<file path="config.mk">
export PLATFORM = sky130hd
export DESIGN_NAME = accessory_frame_deframer_unit
export DESIGN_NICKNAME = d
export VERILOG_FILES = /design/src/afd_pkg.sv /design/src/afd_parse.sv /design/src/accessory_frame_deframer_unit.sv
export SDC_FILE = /design/constraint.sdc
export NUM_CORES = 1
export LEC_CHECK = 0
export BUFFER_PORTS_ARGS = -buffer_cell sky130_fd_sc_hd__buf_2
export CAP_MARGIN = 20
export CORE_MARGIN = 10
export CORE_UTILIZATION = 43
export DETAILED_ROUTE_END_ITERATION = 8
export PLACE_DENSITY = 0.7
export SYNTH_ARGS = -nofsm -noshare
export SYNTH_HDL_FRONTEND = slang
export SYNTH_SLANG_ARGS = --single-unit
</file>
<file path="constraint.sdc">
create_clock -name i_clk -period 3 [get_ports i_clk]
set_input_delay 0.6 -clock i_clk [delete_from_list [all_inputs] [get_ports i_clk]]
set_output_delay 0.6 -clock i_clk [all_outputs]
set_load 0.02 [all_outputs]
</file>
<file path="src/afd_pkg.sv">
// Package: shared types and constants for the accessory frame deframer.
package afd_pkg;

    localparam logic [7:0] PRE_FIRST  = 8'hFF;
    localparam logic [7:0] PRE_SECOND = 8'h55;
    localparam logic [7:0] MAX_LENGTH_RESET = 8'd255;

    typedef enum logic [0:0] {
        REQ_BYTE    = 1'b0,
        REQ_TIMEOUT = 1'b1
    } t_req;

    typedef enum logic [2:0] {
        STAT_NONE    = 3'd0,
        STAT_GOOD    = 3'd1,
        STAT_BADSUM  = 3'd2,
        STAT_BADLEN  = 3'd3,
        STAT_TIMEOUT = 3'd4
    } t_status;

    typedef enum logic [1:0] {
        ST_HUNT,
        ST_LEN,
        ST_BODY
    } t_state;

    typedef struct packed {
        logic [7:0] payload_length;
        t_status    status;
        logic       frame_end;
        logic       byte_valid;
        logic [7:0] out_byte;
    } t_result;

endpackage

</file>
<file path="src/afd_parse.sv">
// Frame parser: framing state and per-word result decode.
module afd_parse
    import afd_pkg::*;
(
    input  logic       i_clk,
    input  logic       i_rst_n,
    input  logic       i_step,
    input  t_req       i_req_type,
    input  logic [7:0] i_rx_byte,
    input  logic [7:0] i_max_length,
    output t_result    o_result
);

    t_state     r_state,        n_state;
    logic [7:0] r_last_byte,    n_last_byte;
    logic [7:0] r_frame_length, n_frame_length;
    logic [7:0] r_remain,       n_remain;
    logic [7:0] r_sum,          n_sum;
    logic [7:0] w_sum_plus;

    assign w_sum_plus = r_sum + i_rx_byte;

    always_ff @(posedge i_clk) begin
        if (!i_rst_n) begin
            r_state        <= ST_HUNT;
            r_last_byte    <= '0;
            r_frame_length <= '0;
            r_remain       <= '0;
            r_sum          <= '0;
        end else if (i_step) begin
            r_state        <= n_state;
            r_last_byte    <= n_last_byte;
            r_frame_length <= n_frame_length;
            r_remain       <= n_remain;
            r_sum          <= n_sum;
        end
    end

    always_comb begin
        n_state        = r_state;
        n_last_byte    = r_last_byte;
        n_frame_length = r_frame_length;
        n_remain       = r_remain;
        n_sum          = r_sum;
        o_result       = '0;
        if (i_req_type == REQ_TIMEOUT) begin
            if (r_state != ST_HUNT) begin
                o_result.frame_end      = 1'b1;
                o_result.status         = STAT_TIMEOUT;
                o_result.payload_length = r_frame_length;
            end
            n_state        = ST_HUNT;
            n_last_byte    = '0;
            n_frame_length = '0;
            n_remain       = '0;
            n_sum          = '0;
        end else begin
            n_last_byte = i_rx_byte;
            unique case (r_state)
                ST_HUNT: begin
                    if (r_last_byte == PRE_FIRST && i_rx_byte == PRE_SECOND) begin
                        n_state        = ST_LEN;
                        n_frame_length = '0;
                        n_sum          = '0;
                    end
                end
                ST_LEN: begin
                    if (i_rx_byte == '0 || i_rx_byte > i_max_length) begin
                        o_result.frame_end      = 1'b1;
                        o_result.status         = STAT_BADLEN;
                        o_result.payload_length = i_rx_byte;
                        n_state        = ST_HUNT;
                        n_frame_length = '0;
                        n_sum          = '0;
                        n_remain       = '0;
                    end else begin
                        n_state        = ST_BODY;
                        n_frame_length = i_rx_byte;
                        n_sum          = i_rx_byte;
                        n_remain       = i_rx_byte;
                    end
                end
                ST_BODY: begin
                    if (r_remain == '0) begin
                        // checksum word: length + payload + checksum must be 0 mod 256
                        o_result.frame_end      = 1'b1;
                        o_result.status = (w_sum_plus == '0) ? STAT_GOOD : STAT_BADSUM;
                        o_result.payload_length = r_frame_length;
                        n_state        = ST_HUNT;
                        n_frame_length = '0;
                        n_sum          = '0;
                    end else begin
                        o_result.out_byte   = i_rx_byte;
                        o_result.byte_valid = 1'b1;
                        n_sum    = w_sum_plus;
                        n_remain = r_remain - 8'd1;
                    end
                end
                default: begin
                    n_state = ST_HUNT;
                end
            endcase
        end
    end

    a_valid_not_end: assert property (@(posedge i_clk) disable iff (!i_rst_n)
        o_result.byte_valid |-> !o_result.frame_end)
        else $error("payload word flagged as frame end");

    a_end_has_status: assert property (@(posedge i_clk) disable iff (!i_rst_n)
        o_result.frame_end |-> (o_result.status != STAT_NONE))
        else $error("frame end without a verdict");

    a_timeout_clears: assert property (@(posedge i_clk) disable iff (!i_rst_n)
        (i_step && i_req_type == REQ_TIMEOUT) |=>
            (r_state == ST_HUNT && r_last_byte == '0 && r_frame_length == '0))
        else $error("timeout did not return to hunting");

    a_hunt_no_length: assert property (@(posedge i_clk) disable iff (!i_rst_n)
        (r_state == ST_HUNT) |-> (r_frame_length == '0 && r_sum == '0))
        else $error("stale frame state while hunting");

endmodule

</file>
<file path="src/accessory_frame_deframer_unit.sv">
// Top level: accessory frame deframer with input and result registers.
//
//  channel  | dir | tdata                              | tuser                   | tlast
//  s_axis   | in  | [7:0] rx_byte                      | [0] req_type            | -
//  m_axis   | out | [7:0] out_byte, [15:8] payload_len | [0] byte_valid, [3:1] st | frame_end
//  max_len  | in  | i_max_length, i_max_length_we      | -                       | -
//
// One word in, one word out; a word can enter every cycle while m_axis is ready.
// Each word passes the input register, then is parsed into the result register.
// The framing state advances only when the input register moves into the result register.
// Backpressure on m_axis stalls the result register, then the input register.
// Reset (synchronous, active low) returns to hunting and sets max_length to 255.
module accessory_frame_deframer_unit
    import afd_pkg::*;
(
    input  logic        i_clk,
    input  logic        i_rst_n,
    input  logic        s_axis_tvalid,
    output logic        s_axis_tready,
    input  logic [7:0]  s_axis_tdata,   // [7:0] rx_byte
    input  logic        s_axis_tuser,   // [0] req_type
    output logic        m_axis_tvalid,
    input  logic        m_axis_tready,
    output logic [15:0] m_axis_tdata,   // [7:0] out_byte, [15:8] payload_length
    output logic [3:0]  m_axis_tuser,   // [0] byte_valid, [3:1] status
    output logic        m_axis_tlast,   // frame_end
    input  logic        i_max_length_we,
    input  logic [7:0]  i_max_length
);

    logic       r_in_valid;
    t_req       r_in_req;
    logic [7:0] r_in_byte;
    logic       r_out_valid;
    t_result    r_out;
    logic [7:0] r_max_length;
    logic       w_step;
    t_result    w_result;

    assign w_step        = r_in_valid && (!r_out_valid || m_axis_tready);
    assign s_axis_tready = !r_in_valid || w_step;

    always_ff @(posedge i_clk) begin
        if (!i_rst_n) begin
            r_max_length <= MAX_LENGTH_RESET;
        end else if (i_max_length_we) begin
            r_max_length <= i_max_length;
        end
    end

    always_ff @(posedge i_clk) begin
        if (!i_rst_n) begin
            r_in_valid <= 1'b0;
        end else if (s_axis_tready) begin
            r_in_valid <= s_axis_tvalid;
        end
    end

    always_ff @(posedge i_clk) begin
        if (s_axis_tready && s_axis_tvalid) begin
            r_in_req  <= t_req'(s_axis_tuser);
            r_in_byte <= s_axis_tdata;
        end
    end

    afd_parse u_parse (
        .i_clk        (i_clk),
        .i_rst_n      (i_rst_n),
        .i_step       (w_step),
        .i_req_type   (r_in_req),
        .i_rx_byte    (r_in_byte),
        .i_max_length (r_max_length),
        .o_result     (w_result)
    );

    always_ff @(posedge i_clk) begin
        if (!i_rst_n) begin
            r_out_valid <= 1'b0;
        end else if (w_step) begin
            r_out_valid <= 1'b1;
        end else if (m_axis_tready) begin
            r_out_valid <= 1'b0;
        end
    end

    always_ff @(posedge i_clk) begin
        if (w_step) begin
            r_out <= w_result;
        end
    end

    assign m_axis_tvalid = r_out_valid;
    assign m_axis_tdata  = {r_out.payload_length, r_out.out_byte};
    assign m_axis_tuser  = {r_out.status, r_out.byte_valid};
    assign m_axis_tlast  = r_out.frame_end;

endmodule

</file>
==> results.md, run 1 <==
- Worst hold slack: 0.413 ns
- Total GRT Usage: 13.7%
- DP Wirelength: 6030 um
- Post-route minimum period: 2.70 ns
- N_diodes: 0
- Worst Hold Class: input pin to register
- Fraction of registers with async set/reset: 0%
- DR vias/cell: 5.51
- Grt met3 use: 5.85%
- CP Cell Sequence: or4_1 > o41ai_2 > nand3b_2 > nor3_1 > a32o_1 > a22o_1
- Sequential share of the synthesized area: 49.2%
- Clock root cell: clkbuf_8
- Yosys warns: 0
- Clk pin slew, worst setup/hold paths: 0.08 ns
- Max-slew violations: 0
- Crit start category: register
- Grt peak-use layer: met2
- Syn nets: 399
- DP Cell Count: 499
- Final non-filler cell total: 515
- Final Net Count: 448
- Maximum vdd drop: 0.515 mV
- Vias in the first global route: 2873
- Filler cells: 749
- Placed instance area: 3980 sq um
- Core ar.: 8220 sq um
- IO buf count: 44
- Cell Pwr Density: 508 nW/um^2
- Worst slew pin tran: 0.668 ns
- Max clock buf depth: 2
- Starting Density: 44.1%
- First-pass GRT wire length: 14200 um
- Iter 0 DRT Violations: 219
- CTS tree: built
- Main synth FF type: dfxtp_1
- Initial antenna violation count: 0
- Die X: 112 um
- Post_cts resized: 0
- Die area: 12500 sq um
- Io pins: 45
- Post-synth top area share: 24.9%
- Critical Path AT: 3.01 ns
- Status: finished, final reports clean
- Core Rows: 33
- GR Util met1: 17.5%
- Fin. Hold Viols: 0
- Mapped Area: 3620 sq um
- Antenna violation net count after detailed routing: 0
- Max Freq: 371 MHz
- DR pass1 iterations: 4
- Final worst-path cycle share: 89.8%
- Synth Register Bits: 74
- Fin area: 4190 sq um
- Via Count: 2837
- CTS H-tree lvls: 3
- CP required: 3.31 ns
- Post-synth EDFFs: 30
- Syn_area_per_cell: 10.2 sq um
- Unrepaired setup endpoints after global routing: no
- CTS buffer count: 9
- Post-CTS Hold Buffers: 0
- Routability cong.: 0.907
- GR Util met2: 20.6%
- Final setup TNS: 0 ns
- Drt wl/cell: 16.3 um
- Share of layout cells above drive strength 1: 19.0%
- Max_cap viols: 0
- Final-report setup violation count: 0
- WS Path Type: register to register
- Synth unique cells: 53
- Multi-input gate area: 1680 sq um
- CP max stage cell: or4_1
- Post-CTS setup buffers: 0
- Top cells by area, synth: edfxtp_1 25%, dfxtp_1 24%, ha_1 6.9%, a22o_1 4.8%, nand2_1 3.4%
- Clock Skews: 0.00735 ns
- Pin count of the biggest net entering global routing: 30
- Worst setup EP type: register
- Die height: 112 um
- Leading area contributor after synthesis: edfxtp_1
- Overflow after GRT: 0
- CTS sink cnt: 74
- Syn Inst Count: 356
- Final wirelength: 8380 um
- Register area: 1780 sq um
- Max-slew headroom at the worst pin: 55.1%
- CP Max Fanout: 10
- Leak pwr: 0.00174 uW
- Synth-to-Final Area Change: 15.8%
- DRC Markers: 0
- Clk Latency, worst-skew pair: 0.36 ns
- Layout Utilization: 51.0%
- Slowest stage delay, CP: 0.62 ns
state kept, by name (all words and copies together), names as in the netlist:
| signal | cells |
|---|---|
| u_parse.r_frame_length | 8 |
| r_in_byte | 8 |
| m_axis_tdata | 16 |
| m_axis_tuser | 4 |
| r_max_length | 8 |
| u_parse.r_sum | 8 |
| u_parse.r_state | 2 |
| u_parse.r_last_byte | 8 |
| r_in_valid | 1 |
| m_axis_tlast | 1 |
| u_parse.r_remain | 8 |
| r_in_req | 1 |
| m_axis_tvalid | 1 |
cell usage in the layout (no fill, tap or decap), drive strengths merged, types with 3 or more instances in the layout:
cell type   n
xnor2       4
buf        56
clkbuf     10
o21ai      16
inv        19
edfxtp     30
nor2b       6
a21boi     10
dfxtp      44
nand2b      4
a211oi      3
nand3      10
o211ai     12
a22o       20
or3         5
xor2        5
nand2      33
o21bai      4
a22oi       4
and2       10
nor2       19
ha         20
a221o       3
nor3        8
nor4        4
nand4       6
a21o        4
a21oi      11
per-layer routing:
metal / share of wire, % / up-vias
met3: 8.9 / 10
met1: 46 / 1326
met2: 44 / 89
li1: - / 1412
met5: 0 / -
met4: 1.2 / 0
worst max-delay path, delay by kind of cell, from the launching register on:
kind            cells  cell delay (ns)
simple gates        3             1.28
compound gates      3             0.75
flops               1             0.61
cell families after synthesis:
| family | after synthesis | share of synthesized area, % |
|---|---|---|
| AOI/OAI and AO/OA | 100 | 20.4 |
| adders and majority gates | 21 | 7.47 |
| xor gates and xnor gates | 9 | 2.18 |
| buffers and inverters | 36 | 4.25 |
| and+or+nand+nor | 115 | 16.2 |
| muxes | 1 | 0.277 |
| DFF | 74 | 49.2 |
cells in the mapped netlist, types with 2 or more instances:
cell type / instances
nor3_1: 8
xnor2_1: 4
clkbuf_1: 14
nand3_1: 10
nor4_1: 4
ha_1: 20
o21ai_0: 14
xor2_1: 5
a22oi_1: 4
nor2_1: 19
a21oi_1: 11
a22o_1: 20
o21a_1: 2
o211ai_1: 12
a21o_1: 4
a211oi_1: 3
o21bai_1: 4
nor2b_1: 6
nand2_1: 33
nor4b_1: 2
a31o_2: 2
and2_1: 9
inv_1: 18
dfxtp_1: 44
a221o_1: 3
a21boi_0: 10
o21ai_1: 2
or2_2: 2
nand4_1: 6
buf_6: 2
nand2b_1: 4
edfxtp_1: 30
or3_1: 5
metrics by stage:
stage / worst slack [ns] / power, uW
after floorplan: 0.590 / 1230
after global placement: 0.411 / 1290
after detailed placement: 0.342 / 1300
after CTS: 0.332 / 2150
after global routing: 0.116 / 2220
final: 0.305 / 2130
power breakdown:
part,total (uW),switching [uW],internal [uW]
clock network,855,384,471
logic,182,115,67.8
registers,1090,19.4,1070
final timing paths:
path / cells after the start / start / end / slack (ns)
max: 6 / r_in_byte[1]$_DFFE_PP_ / u_parse.r_sum[7]$_SDFFE_PN0P_ / 0.30
max reg2reg: 6 / r_in_byte[1]$_DFFE_PP_ / u_parse.r_sum[7]$_SDFFE_PN0P_ / 0.30
min reg2reg: 2 / u_parse.r_last_byte[7]$_SDFFE_PN0P_ / u_parse.r_last_byte[7]$_SDFFE_PN0P_ / 0.46
min: 1 / s_axis_tdata[5] / r_in_byte[5]$_DFFE_PP_ / 0.41
area by class of cell:
cell class	instances	share of cell area [%]
Sequential cell	74	42.5
Tap cell	105	3.13
Multi-Input combinational cell	246	40.2
Clock inverter	6	2.15
Inverter	18	1.61
Clock buffer	10	3.04
Timing Repair Buffer	56	7.40
(Power assumes the default switching activity.)
==> run 2, diff against run 1 <==
--- a/config.mk
+++ b/config.mk
@@ -5,12 +5,13 @@
 export SDC_FILE = /design/constraint.sdc
 export NUM_CORES = 1
 export LEC_CHECK = 0
+export ABC_AREA = 1
 export BUFFER_PORTS_ARGS = -buffer_cell sky130_fd_sc_hd__buf_2
 export CAP_MARGIN = 20
 export CORE_MARGIN = 10
-export CORE_UTILIZATION = 43
+export CORE_UTILIZATION = 40
 export DETAILED_ROUTE_END_ITERATION = 8
-export PLACE_DENSITY = 0.7
+export PLACE_DENSITY = 0.66
 export SYNTH_ARGS = -nofsm -noshare
 export SYNTH_HDL_FRONTEND = slang
 export SYNTH_SLANG_ARGS = --single-unit
==> run 2 against run 1 <==
Net effect: critical endpoint is now u_parse.r_frame_length[0]$_SDFFE_PN0P_; cell count rose by 31%; design area rose by 6.1%; count of clock-buffer cells in the layout down 1; die area grew 12%; clock skew up 0.0020 ns; largest cell class is now multi-input combinational cells; global-route usage down 0.13 points; routed wire length up 13%; critical path depth increased by 4; setup slack better by 0.26 ns; sequential share of layout area decreased by 2.5 points; fmax is 11% higher.
==> results.md, run 2 <==
- Die area: 14000 sq um
- First-pass GRT wire length: 15900 um
- Leak pwr: 0.00204 uW
- Commonest non-fill, non-tap cell in the layout: nand2_1
- Fin area: 4450 sq um
- Syn nets: 539
- NetSw: 593 uW
- DR vias/cell: 4.92
- Die X: 118 um
- IO buf count: 44
- Drt wl/cell: 14.0 um
- Fraction of registers with async set/reset: 0%
- Vias in the first global route: 3344
- Syn Inst Count: 496
- CP bufs+invs: 3
- Starting Density: 41.5%
- Post_cts resized: 0
- WS Path Type: register to register
- Post-synth top area share: 23.2%
- CP max stage cell: ha_1
- Maximum vdd drop: 0.308 mV
- Status: finished, final reports clean
- Core Rows: 35
- Final-report setup violation count: 0
- Cell Pwr Density: 501 nW/um^2
- Post-synth EDFFs: 30
- CP Cell Sequence: inv_1 > ha_1 > inv_1 > nor2_4 > nand2_1 > nand3_1 > nand2_1 > inv_1 > nor2_1 > nor2_1
- Max-slew headroom at the worst pin: 62.2%
- Main synth FF type: dfxtp_1
- Overflow after GRT: 0
- Fin. Hold Viols: 0
- Part of the power in registers: 49.6%
- DP Wirelength: 6980 um
- Sequential share of the synthesized area: 46.0%
- Clock Skews: 0.00932 ns
- Crit start category: register
- Max-slew violations: 0
- Die height: 118 um
- Synth unique cells: 31
- Antenna violation net count after detailed routing: 0
- CTS H-tree lvls: 3
- Yosys warns: 0
- DR pass1 iterations: 5
- Critical Path AT: 2.73 ns
- CTS tree: built
- Share of layout cells above drive strength 1: 14.8%
- Clock root cell: clkbuf_8
- Synth Register Bits: 74
- Final Net Count: 586
- Via Count: 3334
- Routability cong.: 0.889
- Final worst-path cycle share: 81.1%
- Max_cap viols: 0
- Clock power frac: 39.1%
- Worst Hold Class: input pin to register
- Placed instance area: 4230 sq um
- Mapped Area: 3870 sq um
- CP Max Fanout: 12
- Syn_area_per_cell: 7.81 sq um
- Max reg flops: 16
- Initial antenna violation count: 0
- Leading cell types in the layout, fill and taps excluded: 136 x nand2_1, 60 x nor2_1, 53 x a21oi_1, 45 x inv_1
- Worst slew pin tran: 0.565 ns
- Unrepaired setup endpoints after global routing: no
- Final setup TNS: 0 ns
- Iter 0 DRT Violations: 136
- CP dominant cell by count: inv_1
- Synth-to-Final Area Change: 14.9%
- Max Freq: 411 MHz
- Total GRT Usage: 13.6%
- Post-synth top cells: 136 x nand2_1, 60 x nor2_1, 53 x a21oi_1, 45 x inv_1, 44 x dfxtp_1
- Final wirelength: 9470 um
- Sw frac: 26.6%
- Io pins: 45
- Pin count of the biggest net entering global routing: 34
- CTS sink cnt: 74
- Core ar.: 9330 sq um
- CP top delay family: simple AND/OR/NAND/NOR gates
- Combinational power share: 11.3%
- DRC Markers: 0
- Post-route minimum period: 2.43 ns
- Worst setup EP type: register
- CTS buffer count: 9
- Clk Latency, worst-skew pair: 0.36 ns
- CP required: 3.30 ns
- Clk pin slew, worst setup/hold paths: 0.08 ns
- Most frequent cell after synthesis: nand2_1
- Top cells by area, synth: edfxtp_1 23%, dfxtp_1 23%, nand2_1 13%, a21oi_1 6.8%, ha_1 6.5%
- Internal power: 1630 uW
- Max clock buf depth: 2
- Post-CTS Hold Buffers: 0
- Post-CTS setup buffers: 0
- Slowest stage delay, CP: 0.42 ns
- Leading area contributor after synthesis: edfxtp_1
- N_diodes: 0
-- run 2: changes by cell type in the layout (fill, tap and decap cells not counted), moves of 6 or more --
cell and change:
a22o_1 -20, and2_1 -9, o21ai_0 +17, o211ai_1 -12
a21boi_0 -10, nor2_1 +41, nand2_1 +103, buf_4 -9
inv_1 +27, a21oi_1 +42, nand3_1 +10, nor2b_1 -6
nor3_1 -7, nand4_1 +9
-- run 2: logic make-up after synthesis --
group,Yosys count,share of synthesized area [%]
xor+xnor,6,1.36
flops,74,46.0
fa+ha+maj,21,6.97
compound gates,88,12.0
simple gates,247,27.6
buf+inv,60,6.07
-- run 2: cell type report --
type / count / area, sq um
well taps: 129 / 161
flip-flops and latches: 74 / 1780
clock buffers: 9 / 124
multi-input cells: 362 / 1860
repair buffers: 47 / 243
clock inverters: 7 / 98.8
fillers: 919 / 4880
inverters: 49 / 184
-- run 2: stage by stage --
stage | hold slack, ns | util (%) | setup WS (ns) | cells | total power [uW]
2_1_floorplan | 0.439 | - | 0.791 | 496 | 1300
3_3_place_gp | 0.454 | 45.3 | 0.680 | 661 | 1380
3_5_place_dp | 0.459 | 45.3 | 0.629 | 661 | 1380
4_1_cts | 0.404 | 47.7 | 0.618 | 677 | 2250
5_1_grt | 0.393 | 47.7 | 0.282 | 677 | 2320
6_report | 0.414 | 47.7 | 0.568 | 677 | 2230
-- run 2: layer usage --
metal	vias up	GRT usage, %	share of wire (%)
li1	1728	-	-
met1	1495	16.8	45
met2	99	21.7	47
met3	12	3.90	6.1
met4	0	5.73	1.7
met5	-	0	0
-- run 2: path summary, 6_finish.rpt --
path                                             from                                endpoint  slack [ns]  depth (start not counted)
setup / recovery      u_parse.r_state[0]$_SDFFE_PN0P_  u_parse.r_frame_length[0]$_SDFFE_PN0P_        0.57                         10
hold / removal                           s_axis_tuser                      r_in_req$_DFFE_PP_        0.41                          1
setup reg to reg      u_parse.r_state[0]$_SDFFE_PN0P_  u_parse.r_frame_length[0]$_SDFFE_PN0P_        0.57                         10
hold reg to reg   u_parse.r_last_byte[4]$_SDFFE_PN0P_     u_parse.r_last_byte[4]$_SDFFE_PN0P_        0.47                          2
-- run 2: worst reg2reg max path, stage by stage (launching register included) --
cell	delay, ns
dfxtp_1	0.33
inv_1	0.11
ha_1	0.42
inv_1	0.25
nor2_4	0.26
nand2_1	0.32
nand3_1	0.41
nand2_1	0.09
inv_1	0.07
nor2_1	0.04
nor2_1	0.08
-- run 2: power groups by stage --
stage	clock (uW)	combinational, uW	sequential, uW
final	871	252	1100
after global routing	930	285	1110
after CTS	892	254	1100
after detailed placement	0	252	1130
after global placement	0	249	1130
after floorplan	0	164	1130
